`src/hdl/dcstseq_pkg.sv`:
```
`timescale 1ns / 1ps

package dcstseq_pkg;

    localparam int unsigned STATE_W    = 4;
    localparam int unsigned WAIT_W     = 11;
    localparam int unsigned FAULT_W    = 6;
    localparam int unsigned SWITCH_W   = 4;
    localparam int unsigned CFG_IDX_W  = 2;
    localparam int unsigned CFG_DATA_W = 10;

    localparam logic [STATE_W-1:0] LAST_STATE = 4'd8;
    localparam logic [STATE_W-1:0] LEAD_SPLIT = 4'd4;
    localparam logic [WAIT_W-1:0]  WAIT_MAX   = 11'h7FF;

    localparam logic [FAULT_W-1:0] FAULT_SEQUENCE = 6'h01;
    localparam logic [FAULT_W-1:0] FAULT_FEEDBACK = 6'h20;

    localparam logic [7:0] ADVANCE_TICKS_RST  = 8'd20;
    localparam logic [9:0] MISMATCH_TICKS_RST = 10'd200;

    // configuration register indexes
    localparam logic [CFG_IDX_W-1:0] CFG_MASTER_SIDE    = 2'd0;
    localparam logic [CFG_IDX_W-1:0] CFG_ADVANCE_TICKS  = 2'd1;
    localparam logic [CFG_IDX_W-1:0] CFG_MISMATCH_TICKS = 2'd2;

    typedef enum logic [1:0] {
        DRV_OFF  = 2'd0,
        DRV_ON   = 2'd1,
        DRV_KEEP = 2'd2
    } drive_t;

    typedef struct packed {
        logic [STATE_W-1:0]  partner_state;
        logic                partner_ready;
        logic                pulse_feedback;
        logic [SWITCH_W-1:0] switch_inputs;
    } in_item_t;

    typedef struct packed {
        logic [STATE_W-1:0] sequence_now;
        logic               pulse_drive;
        logic [FAULT_W-1:0] fault_bits;
    } out_item_t;

    // pulse drive per state, master and slave tables
    function automatic drive_t drive_code(input logic master, input logic [STATE_W-1:0] s);
        drive_t d;
        d = DRV_ON;
        if (master) begin
            case (s)
                4'd2:                 d = DRV_KEEP;
                4'd5, 4'd6, 4'd7:     d = DRV_OFF;
                default:              d = DRV_ON;
            endcase
        end else begin
            case (s)
                4'd1, 4'd2, 4'd3:     d = DRV_OFF;
                4'd6:                 d = DRV_KEEP;
                default:              d = DRV_ON;
            endcase
        end
        return d;
    endfunction

    // partner state a follower waits for
    function automatic logic [STATE_W-1:0] expected_partner(input logic master,
                                                            input logic [STATE_W-1:0] s);
        logic [STATE_W-1:0] e;
        if (s == LAST_STATE) begin
            e = 4'd1;
        end else if (master && s == 4'd5) begin
            e = 4'd7;
        end else if (!master && s == 4'd1) begin
            e = 4'd3;
        end else begin
            e = s + 4'd1;
        end
        return e;
    endfunction

    function automatic logic [STATE_W-1:0] next_state(input logic [STATE_W-1:0] s);
        logic [STATE_W-1:0] n;
        n = (s >= LAST_STATE) ? 4'd1 : s + 4'd1;
        return n;
    endfunction

endpackage

```
`src/hdl/dual_channel_switch_test_sequencer.sv`:
```
`timescale 1ns / 1ps

// dual channel switch test sequencer
//
// input channel (s_valid / s_ready / s_data): one item per control tick with the
// partner's sequence state and ready flag, the sampled pulse feedback and the
// four safety switch levels. result channel (m_valid / m_ready / m_data): one
// item per input item with the sequence state, pulse drive and sticky faults
// after that tick. configuration: cfg_wr_en, cfg_index, cfg_wdata write
// master_side, advance_ticks and mismatch_ticks; write only while the block is
// idle.
//
// an accepted item lands in the input register at the accepting edge and passes
// through the tick logic into the result register, from which it is taken.
// throughput is one item per cycle, set by the state update loop, while the
// receiver takes each result.
// reset (aresetn low, synchronous) empties both registers, returns to state 0
// with the pulse on, clears all faults and loads the register defaults.
// when the receiver stalls the result register holds; the input register still
// takes one more item, then s_ready drops until the result is taken.
module dual_channel_switch_test_sequencer (
    input  logic                          aclk,
    input  logic                          aresetn,
    input  logic                          s_valid,
    output logic                          s_ready,
    input  dcstseq_pkg::in_item_t         s_data,
    output logic                          m_valid,
    input  logic                          m_ready,
    output dcstseq_pkg::out_item_t        m_data,
    input  logic                          cfg_wr_en,
    input  logic [dcstseq_pkg::CFG_IDX_W-1:0]  cfg_index,
    input  logic [dcstseq_pkg::CFG_DATA_W-1:0] cfg_wdata
);
    import dcstseq_pkg::*;

    // configuration registers
    logic       master_side_reg;
    logic [7:0] advance_ticks_reg;
    logic [9:0] mismatch_ticks_reg;

    // sequencer state
    logic [STATE_W-1:0] seq_state_reg, seq_state_next;
    logic [WAIT_W-1:0]  wait_count_reg, wait_count_next;
    logic               pulse_level_reg, pulse_level_next;
    logic [FAULT_W-1:0] faults_reg, faults_next;

    // pipeline registers
    logic      in_valid_reg;
    in_item_t  in_data_reg;
    logic      out_valid_reg;
    out_item_t out_data_reg;

    logic out_load;
    logic in_load;

    // the tick stage moves whenever the result register is free or being taken
    assign out_load = in_valid_reg && (!out_valid_reg || m_ready);
    assign s_ready  = !in_valid_reg || out_load;
    assign in_load  = s_valid && s_ready;

    assign m_valid = out_valid_reg;
    assign m_data  = out_data_reg;

    always_ff @(posedge aclk) begin
        if (!aresetn) begin
            master_side_reg    <= 1'b1;
            advance_ticks_reg  <= ADVANCE_TICKS_RST;
            mismatch_ticks_reg <= MISMATCH_TICKS_RST;
        end else if (cfg_wr_en) begin
            case (cfg_index)
                CFG_MASTER_SIDE:    master_side_reg    <= cfg_wdata[0];
                CFG_ADVANCE_TICKS:  advance_ticks_reg  <= cfg_wdata[7:0];
                CFG_MISMATCH_TICKS: mismatch_ticks_reg <= cfg_wdata;
                default: ;  // unused index, write dropped
            endcase
        end
    end

    // per-tick sequencer logic
    logic               lead;
    logic               ready;
    logic               fb;
    drive_t             drv;
    logic [WAIT_W-1:0]  wait_bumped;
    logic [STATE_W-1:0] s;

    always_comb begin
        s     = seq_state_reg;
        ready = in_data_reg.partner_ready;
        fb    = in_data_reg.pulse_feedback;
        drv   = drive_code(master_side_reg, s);
        lead  = master_side_reg ? (s <= LEAD_SPLIT) : (s > LEAD_SPLIT);

        // saturating count; compares use the value before the bump
        wait_bumped = (wait_count_reg < WAIT_MAX) ? wait_count_reg + 11'd1 : wait_count_reg;

        seq_state_next   = seq_state_reg;
        wait_count_next  = wait_count_reg;
        pulse_level_next = pulse_level_reg;
        faults_next      = faults_reg;

        if (ready && s <= LAST_STATE) begin
            if (drv == DRV_OFF) begin
                pulse_level_next = 1'b0;
            end else if (drv == DRV_ON) begin
                pulse_level_next = 1'b1;
            end

            if (lead) begin
                if (s == 4'd2 || s == 4'd6) begin
                    // pulse-off test: switches that still read high are faulty
                    if (fb) begin
                        faults_next = faults_reg | {1'b0, in_data_reg.switch_inputs, 1'b0};
                    end else begin
                        faults_next = faults_reg | FAULT_FEEDBACK;
                    end
                    pulse_level_next = 1'b1;
                    seq_state_next   = s + 4'd1;
                    wait_count_next  = '0;
                end else if (wait_count_reg > {3'b000, advance_ticks_reg}) begin
                    seq_state_next  = next_state(s);
                    wait_count_next = '0;
                    if ((s == 4'd1 || s == 4'd5) && fb) begin
                        faults_next = faults_reg | FAULT_FEEDBACK;
                    end
                end else begin
                    wait_count_next = wait_bumped;
                end
            end else begin
                if (in_data_reg.partner_state == expected_partner(master_side_reg, s)) begin
                    seq_state_next  = next_state(s);
                    wait_count_next = '0;
                end else if (wait_count_reg > {1'b0, mismatch_ticks_reg}) begin
                    // partner never agreed: restart the sequence
                    faults_next     = faults_reg | FAULT_SEQUENCE;
                    wait_count_next = '0;
                    seq_state_next  = '0;
                end else begin
                    wait_count_next = wait_bumped;
                end
            end
        end
    end

    always_ff @(posedge aclk) begin
        if (!aresetn) begin
            in_valid_reg    <= 1'b0;
            out_valid_reg   <= 1'b0;
            seq_state_reg   <= '0;
            wait_count_reg  <= '0;
            pulse_level_reg <= 1'b1;
            faults_reg      <= '0;
        end else begin
            if (in_load) begin
                in_valid_reg <= 1'b1;
            end else if (out_load) begin
                in_valid_reg <= 1'b0;
            end

            if (out_load) begin
                out_valid_reg   <= 1'b1;
                seq_state_reg   <= seq_state_next;
                wait_count_reg  <= wait_count_next;
                pulse_level_reg <= pulse_level_next;
                faults_reg      <= faults_next;
            end else if (m_ready) begin
                out_valid_reg <= 1'b0;
            end
        end
    end

    // payload registers, no reset
    always_ff @(posedge aclk) begin
        if (in_load) begin
            in_data_reg <= s_data;
        end
        if (out_load) begin
            out_data_reg.sequence_now <= seq_state_next;
            out_data_reg.pulse_drive  <= pulse_level_next;
            out_data_reg.fault_bits   <= faults_next;
        end
    end

endmodule

```
`config.mk`:
```
export PLATFORM = sky130hd
export DESIGN_NAME = dual_channel_switch_test_sequencer
export DESIGN_NICKNAME = d
export VERILOG_FILES = /design/src/hdl/dcstseq_pkg.sv /design/src/hdl/dual_channel_switch_test_sequencer.sv
export SDC_FILE = /design/constraint.sdc
export NUM_CORES = 1
export LEC_CHECK = 0
export ABC_AREA = 1
export BUFFER_PORTS_ARGS = -buffer_cell sky130_fd_sc_hd__buf_2
export CORE_MARGIN = 5
export CORE_UTILIZATION = 46
export DETAILED_ROUTE_END_ITERATION = 12
export PLACE_DENSITY = 0.63
export SLEW_MARGIN = 5
export SYNTH_ARGS = -nofsm -noshare
export SYNTH_HDL_FRONTEND = slang
export SYNTH_SLANG_ARGS = --single-unit
```
`constraint.sdc`:
```
create_clock -name aclk -period 2.3 [get_ports aclk]
set_input_delay 0 -clock aclk [delete_from_list [all_inputs] [get_ports aclk]]
set_output_delay 0 -clock aclk [all_outputs]
set_load 0.03 [all_outputs]
```
==> flow_summary_export.csv, run 1 <==
group,metric,value,unit
setup_path,required,2.59,ns
synthesis,synthXorXnorAreaFrac,2.59,%
clocking,numCtsBuffers,9,
floorplan,placeableCoreArea,7770,µm²
synthesis,synth-edff-count,21,
power,finalPower,3.00,mW
timing,worstMarginPinSlew,0.496,ns
grt,grt_pass1_vias,3154,
setup_path,critical_path.startpoint,"s[1]",
status,status,"finished clean",
routing,drt-initial-drc-count,206,
synthesis,yosys_warnings,0,
power,ir_worst_vdd,0.493,mV
synthesis,netlist_instances,476,
floorplan,num_io_pins,40,
routing,wl,8960,µm
floorplan,die_h,99.3,µm
timing,clock_skew,0.00890,ns
grt,grt_max_degree,34,
power,pwr_density_cell,641,nW/µm²
cells_and_area,syn2layout_area_growth,27.4,%
synthesis,synth_area,3670,µm²
setup_path,worstPathCellList,"inv_1 -> ha_2 -> nand3_4 -> inv_2 -> o21ai_4 -> buf_12 -> nor2_4 -> buf_12 -> inv_2 -> nor2_1 -> o21ai_1 -> xor2_1 -> nand3b_1 -> inv_1",
routing,dr.pass1.iters,4,
routing,vias,3317,
timing,rsz0062_at_grt,"no",
floorplan,initial_core_util,47.3,%
synthesis,synth_compound_area_share,11.5,%
power,power.leakage,2.27,nW
clocking,clock_latency,0.35,ns
grt,grt.total_usage,19.1,%
grt,grt_pass1_wl,15200,µm
timing,final-max-slew-violation-count,0,
synthesis,avgSynthCellArea,7.71,µm²
cells_and_area,post-route-util,60.2,%
timing,fin_tns_setup,0,ns
floorplan,rows,32,
timing,final-setup-viol-count,0,
cells_and_area,antenna_cells,0,
clocking,clk_path_buf_depth,2,
setup_path,cp_slowest_stage_delay,0.36,ns
synthesis,yosysSeqAreaShare,40.6,%
cells_and_area,layout-drive-gt1-share,19.5,%
timing,finalHoldViolCount,0,
setup_path,critPathBufInv,6,
synthesis,ys_types,39,
clocking,cts_tree,"done",
setup_path,arrival,2.42,ns
synthesis,ys.flop_type,"dfxtp_1",
synthesis,yosys_register_bits,64,
worst_hold_path,worstHoldStart,"aresetn",
placement,hpwlAfterDp,6610,µm
setup_path,cp-start-kind,"flip-flop",
cells_and_area,final_common_cell,"nand2_1",
cells_and_area,final_nets,615,
floorplan,die_x,99.3,µm
placement,numPortBuffers,39,
synthesis,syn-num-nets,526,
worst_hold_path,hp-class,"input pin to flip-flop",
routing,ant_nets,0,
routing,drc_errors,0,
timing,min_period_over_period,92.7,%
routing,wire_per_inst,13.3,µm
clocking,cts_sinks,64,
clocking,clock-root-buffer,"clkbuf_8",
cells_and_area,layout_common_cells,"108 x nand2_1, 73 x inv_1, 41 x dfxtp_1",
setup_path,crit_family,"buffers and inverters",
synthesis,synthSimpleGateAreaFrac,27.4,%
synthesis,synth-adder-area-share,7.84,%
floorplan,die_area,9870,µm²
setup_path,setup.worst_path.class,"flip-flop to flip-flop",
setup_path,crit_path_top_delay_cell,"dfxtp_2",
setup_path,crit_fanout,12,
timing,max_freq,469,MHz
timing,slew_headroom,66.7,%
grt,antenna_found_initial,0,
routing,via_per_inst,4.94,
job,maxCapViolations,0,
setup_path,worstReg2RegStart,"s[1]",
synthesis,synth_mux_area_share,0.273,%
timing,post-route-min-period,2.13,ns
synthesis,synth_top_family_by_area,"simple AND/OR/NAND/NOR gates",
synthesis,async_reset_ff_share,0,%
clocking,path_clk_slew,0.08,ns
clocking,htree_levels,3,
placement,place_congestion,0.907,
grt,grt_overflow_total,0,
setup_path,end_kind,"flip-flop",
## layout make-up
| class | count | area (µm²) |
|---|---|---|
| Clock buffer | 9 | 124 |
| Clock inverter | 7 | 144 |
| Fill cell | 672 | 3090 |
| Inverter | 80 | 303 |
| Multi-Input combinational cell | 323 | 1840 |
| Sequential cell | 64 | 1490 |
| Tap cell | 102 | 128 |
| Timing Repair Buffer | 87 | 643 |
## final timing paths
check,end,slack [ns],cells after the start
min,wait_count_reg[7],0.11,3
max reg2reg,wait_count_reg[5],0.17,14
min reg2reg,advance_ticks_reg[5],0.46,2
max,wait_count_reg[5],0.17,14
## cell usage after synthesis (2+ instances only)
| library cell | n | area share (%) |
|---|---|---|
| nor3_1 | 4 | 0.55 |
| buf_4 | 2 | 0.41 |
| nand2_4 | 5 | 1.5 |
| o21ai_0 | 23 | 3.1 |
| inv_1 | 73 | 7.5 |
| nand3_1 | 27 | 3.7 |
| a31oi_1 | 2 | 0.34 |
| nor2_4 | 3 | 0.92 |
| nand3b_1 | 7 | 1.4 |
| buf_2 | 2 | 0.27 |
| xnor2_1 | 3 | 0.72 |
| nor2_1 | 37 | 3.8 |
| nand2_1 | 109 | 11 |
| o211ai_1 | 8 | 1.6 |
| ha_1 | 23 | 7.8 |
| dfxtp_1 | 43 | 23 |
| clkbuf_1 | 3 | 0.31 |
| a21oi_1 | 34 | 4.6 |
| xor2_1 | 6 | 1.4 |
| edfxtp_1 | 21 | 17 |
| buf_6 | 2 | 0.61 |
| nand4_1 | 12 | 2.0 |
| nor2_2 | 6 | 1.0 |
| inv_2 | 5 | 0.51 |
| nand2_2 | 2 | 0.34 |
## where the power goes
| group | internal [mW] | total (mW) | leakage, nW | switching (mW) |
|---|---|---|---|---|
| clock | 0.831 | 1.30 | 0.126 | 0.473 |
| combinational | 0.176 | 0.448 | 1.59 | 0.272 |
| sequential | 1.22 | 1.25 | 0.552 | 0.0278 |
| total | 2.23 | 3.00 | 2.27 | 0.773 |
## layer usage
layer  GRT usage, %  share of wire, %
met2           29.3                44
met1           27.6                51
met3           4.00               5.0
met5              0                 0
met4           4.41              0.46
## per-stage QoR
stage / setup WS, ns / std cells / instance area, µm² / hold WS, ns
detailed placement: 0.0765 / 626 / 4070 / 0.179
CTS: 0.0553 / 667 / 4590 / 0.0990
floorplan: 0.330 / 476 / 3670 / 0.0989
finish: 0.168 / 672 / 4680 / 0.113
global route: 0.00559 / 672 / 4680 / 0.128
global placement: 0.0872 / 626 / 4070 / 0.177
## worst register-to-register path: stages (launching register included)
cell and delay [ns]:
dfxtp_2 0.36, inv_1 0.18, ha_2 0.26, nand3_4 0.09, inv_2 0.12, o21ai_4 0.10
buf_12 0.14, nor2_4 0.11, buf_12 0.14, inv_2 0.04, nor2_1 0.07, o21ai_1 0.08
xor2_1 0.15, nand3b_1 0.16, inv_1 0.07
## cell families (layout without fill, tap and decap cells)
logic type                 count (synthesis)  in the layout
AOI/OAI and AO/OA                         74             74
xor gates and xnor gates                  10             10
adders and majority gates                 23             23
buffers and inverters                     89            183
DFF                                       64             64
muxes                                      1              1
and+or+nand+nor                          215            215
## repair_timing
action                                 CTS  global route
endpoints found under the hold margin   31             0
hold buffers                            25             0
setup buffers                            0             5
gates resized for setup                  0             7
setup endpoints to repair                0            27
Power figures use the tool's default switching activity.
==> inputs of run 2 (changes only) <==
--- a/config.mk
+++ b/config.mk
@@ -8,9 +8,9 @@
 export ABC_AREA = 1
 export BUFFER_PORTS_ARGS = -buffer_cell sky130_fd_sc_hd__buf_2
 export CORE_MARGIN = 5
-export CORE_UTILIZATION = 46
+export CORE_UTILIZATION = 55
 export DETAILED_ROUTE_END_ITERATION = 12
-export PLACE_DENSITY = 0.63
+export PLACE_DENSITY = 0.73
 export SLEW_MARGIN = 5
 export SYNTH_ARGS = -nofsm -noshare
 export SYNTH_HDL_FRONTEND = slang
==> flow_summary_export.csv, run 2 (synthesis results as in run 1) <==
group,metric,value,unit
status,status,"finished clean",
power,p_clk_share,38.7,%
setup_path,arrival,2.28,ns
power,ir_worst_vdd,0.411,mV
grt,antenna_found_initial,0,
power,switchingPower,0.738,mW
cells_and_area,antenna_cells,0,
setup_path,reg2reg_depth,10,
setup_path,cp-start-kind,"flip-flop",
worst_hold_path,hp-class,"input pin to flip-flop",
timing,min_period_over_period,95.1,%
power,finalPower,2.72,mW
setup_path,crit_fanout,7,
routing,vias,3373,
cells_and_area,layout_common_cells,"109 x nand2_1, 73 x inv_1, 41 x dfxtp_1",
job,maxCapViolations,0,
clocking,path_clk_slew,0.08,ns
timing,finalHoldViolCount,0,
grt,grt_max_degree,35,
clocking,cts_sinks,64,
clocking,clock_latency,0.34,ns
power,p_int,1.98,mW
worst_hold_path,whs_path_depth,3,
setup_path,worstPathCellList,"inv_1 -> ha_1 -> nand3_4 -> inv_2 -> o21ai_4 -> inv_1 -> nand2_1 -> inv_1 -> a41oi_1 -> inv_1",
timing,final-setup-viol-count,0,
routing,drt-initial-drc-count,220,
floorplan,initial_core_util,57.2,%
grt,grt.total_usage,21.8,%
routing,dr.pass1.iters,5,
timing,max_freq,457,MHz
timing,final-max-slew-violation-count,0,
timing,post-route-min-period,2.19,ns
floorplan,num_io_pins,40,
placement,place_congestion,1.06,
floorplan,die_area,8410,µm²
cells_and_area,final_common_cell,"nand2_1",
routing,wl,8830,µm
routing,via_per_inst,5.33,
timing,slew_headroom,72.7,%
power,pwr_density_cell,613,nW/µm²
floorplan,rows,29,
power,p_comb_share,15.3,%
timing,fin_tns_setup,0,ns
setup_path,cp_slowest_stage_delay,0.39,ns
setup_path,setup.worst_path.class,"flip-flop to flip-flop",
cells_and_area,syn2layout_area_growth,20.9,%
power,seqPwrFrac,46.0,%
routing,wire_per_inst,14.0,µm
grt,grt_overflow_total,0,
timing,worstMarginPinSlew,0.409,ns
floorplan,placeableCoreArea,6420,µm²
setup_path,cpMostUsedCell,"inv_1",
setup_path,crit_path_top_delay_cell,"dfxtp_2",
grt,grt_pass1_vias,3163,
power,power.leakage,2.17,nW
setup_path,required,2.39,ns
placement,place_ws,0.0466,ns
power,swShare,27.2,%
clocking,clk_path_buf_depth,2,
placement,hpwlAfterDp,6440,µm
clocking,htree_levels,3,
timing,final.setup.worst_slack,0.114,ns
routing,drc_errors,0,
routing,ant_nets,0,
setup_path,end_kind,"flip-flop",
clocking,numCtsBuffers,9,
clocking,cts_tree,"done",
grt,grt_pass1_wl,14800,µm
clocking,clock-root-buffer,"clkbuf_8",
cells_and_area,final_nets,601,
floorplan,die_h,91.7,µm
placement,numPortBuffers,39,
timing,clock_skew,0.0121,ns
floorplan,die_x,91.7,µm
cells_and_area,layout-drive-gt1-share,17.3,%
[run 2: cell types whose count changed in the layout (fill, tap and decap cells not counted), sizes merged]
| cell | delta |
|---|---|
| bufinv | -2 |
| dlygate4sd3 | -2 |
| clkbuf | +1 |
| buf | -12 |
| clkinv | +1 |
[run 2: area by class of cell]
type / count / area, µm²
Fill cell: 548 / 1990
Clock inverter: 6 / 85.1
Timing Repair Buffer: 73 / 508
Multi-Input combinational cell: 323 / 1820
Sequential cell: 64 / 1500
Inverter: 80 / 303
Tap cell: 77 / 96.3
Clock buffer: 10 / 128
[run 2: final timing paths]
kind	startpoint	to	slack, ns
worst max-delay path	s[1]	m_data[5]	0.11
worst max register to register	s[1]	m_data[5]	0.11
worst min-delay path	cfg_index[1]	master_side_reg	0.007
worst min register to register	advance_ticks_reg[7]	advance_ticks_reg[7]	0.47
[run 2: repair_timing]
action                                  CTS  global route
endpoints found under the setup margin    0            21
hold buffers                             23             0
hold endpoints to repair                 30             0
gates resized for setup                   0             4
setup buffers                             0             1
[run 2: critical path: cells and delay by family, from the launching register on]
| kind | cells | cell delay, ns |
|---|---|---|
| buffers and inverters | 5 | 0.45 |
| AO/OA/AOI/OAI | 2 | 0.58 |
| AND/OR/NAND/NOR | 2 | 0.26 |
| adder cells (fa/ha/maj) | 1 | 0.25 |
| flip-flops | 1 | 0.39 |
[run 2: power by group through the flow]
stage / clock network, mW / registers, mW / logic (mW)
5_1_grt: 1.12 / 1.26 / 0.465
3_3_place_gp: 0 / 1.27 / 0.371
6_report: 1.05 / 1.25 / 0.416
2_1_floorplan: 0 / 1.29 / 0.259
4_1_cts: 1.07 / 1.25 / 0.409
3_5_place_dp: 0 / 1.27 / 0.377
[run 2: per-stage QoR]
stage	instances	hold WS (ns)	util [%]	area, µm²
2_1_floorplan	476	0.0989	-	3670
3_3_place_gp	593	0.177	62.0	3980
3_5_place_dp	593	0.179	62.0	3980
4_1_cts	632	0.00340	68.8	4420
5_1_grt	633	0.0254	69.1	4440
6_report	633	0.00719	69.1	4440
[run 2: metal layers]
metal | GRT usage, % | vias to the layer above | share of wire, %
met5 | 0 | - | 0
met4 | 6.56 | 0 | 1.1
met1 | 30.4 | 1511 | 46
met3 | 4.58 | 11 | 6.4
li1 | - | 1707 | -
met2 | 34.3 | 144 | 46
==> inputs of run 3 (changes only) <==
--- a/config.mk
+++ b/config.mk
@@ -9,7 +9,9 @@
 export BUFFER_PORTS_ARGS = -buffer_cell sky130_fd_sc_hd__buf_2
 export CORE_MARGIN = 5
 export CORE_UTILIZATION = 55
+export CTS_CLUSTER_DIAMETER = 40
 export DETAILED_ROUTE_END_ITERATION = 12
+export HOLD_SLACK_MARGIN = 0.05
 export PLACE_DENSITY = 0.73
 export SLEW_MARGIN = 5
 export SYNTH_ARGS = -nofsm -noshare
==> flow_summary_export.csv, run 3 (synthesis results as in run 1) <==
group,metric,value,unit
timing,clock_skew,0.0119,ns
grt,grt_max_degree,35,
floorplan,die_x,91.7,µm
routing,wl,8850,µm
routing,via_per_inst,5.29,
power,power.leakage,2.18,nW
timing,max_freq,457,MHz
floorplan,die_area,8410,µm²
job,maxCapViolations,0,
setup_path,worstReg2RegStart,"s[1]",
timing,slew_headroom,72.8,%
cells_and_area,final_nets,603,
routing,ant_nets,0,
cells_and_area,layout_common_cells,"109 x nand2_1, 73 x inv_1, 41 x dfxtp_1",
floorplan,num_io_pins,40,
power,p_int,1.98,mW
grt,grt.total_usage,21.9,%
worst_hold_path,hp-class,"input pin to flip-flop",
grt,grt_overflow_total,0,
setup_path,crit_family,"compound AO/OA/AOI/OAI gates",
routing,vias,3360,
setup_path,setup.worst_path.class,"flip-flop to flip-flop",
power,p_clk_share,38.7,%
power,ir_worst_vdd,0.411,mV
power,swShare,27.1,%
setup_path,crit_path_top_delay_cell,"dfxtp_2",
floorplan,die_h,91.7,µm
placement,numPortBuffers,39,
setup_path,worstSetupEndpoint,"m_data[8]",
setup_path,arrival,2.26,ns
cells_and_area,layout-drive-gt1-share,17.2,%
clocking,path_clk_slew,0.08,ns
setup_path,end_kind,"flip-flop",
cells_and_area,final_common_cell,"nand2_1",
clocking,numCtsBuffers,9,
clocking,cts_tree,"done",
routing,wire_per_inst,13.9,µm
power,switchingPower,0.738,mW
timing,post-route-min-period,2.19,ns
setup_path,critical_path.startpoint,"s[1]",
cells_and_area,fillers,546,
grt,antenna_found_initial,0,
setup_path,worstPathCellList,"inv_1 -> ha_1 -> nand3_4 -> inv_2 -> o21ai_4 -> inv_1 -> nand2_1 -> nor3_1 -> a22oi_1 -> nand2_1",
setup_path,required,2.37,ns
timing,final-max-slew-violation-count,0,
setup_path,crit_fanout,7,
cells_and_area,multi_input_area,1820,µm²
timing,holdWs,0.137,ns
clocking,clock-root-buffer,"clkbuf_8",
timing,min_period_over_period,95.1,%
placement,dpl_cell_area,3980,µm²
cells_and_area,antenna_cells,0,
power,p_comb_share,15.4,%
cells_and_area,regArea,1500,µm²
setup_path,critPathBufInv,3,
clocking,htree_levels,3,
setup_path,reg2reg_depth,10,
floorplan,initial_core_util,57.2,%
placement,hpwlAfterDp,6440,µm
status,status,"finished clean",
clocking,clk_path_buf_depth,2,
floorplan,rows,29,
routing,dr.pass1.iters,6,
grt,grt_pass1_vias,3171,
clocking,clock_latency,0.34,ns
cells_and_area,syn2layout_area_growth,21.4,%
power,seqPwrFrac,46.0,%
grt,grt_pass1_wl,14900,µm
placement,place_congestion,1.06,
setup_path,r2r_slack,0.11,ns
setup_path,cp-start-kind,"flip-flop",
clocking,cts_sinks,64,
floorplan,placeableCoreArea,6420,µm²
timing,worstMarginPinSlew,0.408,ns
setup_path,cp.depth,10,
cells_and_area,final_cell_area,4460,µm²
power,pwr_density_cell,610,nW/µm²
setup_path,regToRegEndpoint,"m_data[8]",
setup_path,cp_slowest_stage_delay,0.39,ns
timing,finalHoldViolCount,0,
timing,final-setup-viol-count,0,
routing,drc_errors,0,
routing,drt-initial-drc-count,224,
run 3: repair_timing:
action | 4_1_cts | 5_1_grt
gates resized for setup | 0 | 4
endpoints found under the setup margin | 0 | 21
endpoints found under the hold margin | 31 | 0
hold buffers | 25 | 0
setup buffers | 0 | 1
run 3: layout make-up:
class	count	area share, %
repair buffers	75	11.8
well taps	77	2.16
flip-flops and latches	64	33.6
multi-input cells	323	40.8
clock inverters	6	1.91
inverters	80	6.79
clock buffers	10	2.86
run 3: metal layers:
layer / vias up / share of wire, % / global-route usage [%]
met5: - / 0 / 0
met4: 0 / 0.99 / 6.56
met3: 9 / 5.8 / 4.58
met2: 129 / 47 / 34.4
met1: 1511 / 47 / 30.5
li1: 1711 / - / -
run 3: worst min-delay path, stage by stage:
cell,delay (ns)
buf_2,0.10
nor3_1,0.05
buf_4,0.14
nand2_1,0.05
o211ai_1,0.07
run 3: per-stage QoR:
stage	cells	setup TNS (ns)	util, %	total power [mW]	worst slack (ns)
6_report	635	0	69.4	2.72	0.112
5_1_grt	635	-0.00620	69.4	2.84	-0.00620
4_1_cts	634	0	69.2	2.73	0.0267
3_5_place_dp	593	0	62.0	1.65	0.0466
3_3_place_gp	593	0	62.0	1.64	0.154
2_1_floorplan	476	0	-	1.55	0.330
run 3: power groups by stage:
| stage | combinational [mW] | sequential [mW] | clock (mW) |
|---|---|---|---|
| global route | 0.467 | 1.26 | 1.12 |
| global placement | 0.371 | 1.27 | 0 |
| finish | 0.418 | 1.25 | 1.05 |
| CTS | 0.411 | 1.25 | 1.07 |
| floorplan | 0.259 | 1.29 | 0 |
| detailed placement | 0.377 | 1.27 | 0 |
run 3: worst min-delay path by stage:
| stage | from | slack, ns | cells past startpoint | to |
|---|---|---|---|---|
| after detailed placement | s_data[2] | 0.18 | 1 | in_data_reg[2] |
| after global routing | cfg_index[1] | 0.14 | 5 | advance_ticks_reg[4] |
| after CTS | cfg_index[1] | 0.12 | 5 | advance_ticks_reg[4] |
| after floorplan | s_data[4] | 0.1 | 0 | fb |
| after global placement | s_data[7] | 0.18 | 1 | in_data_reg[7] |
| final | cfg_index[1] | 0.14 | 5 | advance_ticks_reg[4] |
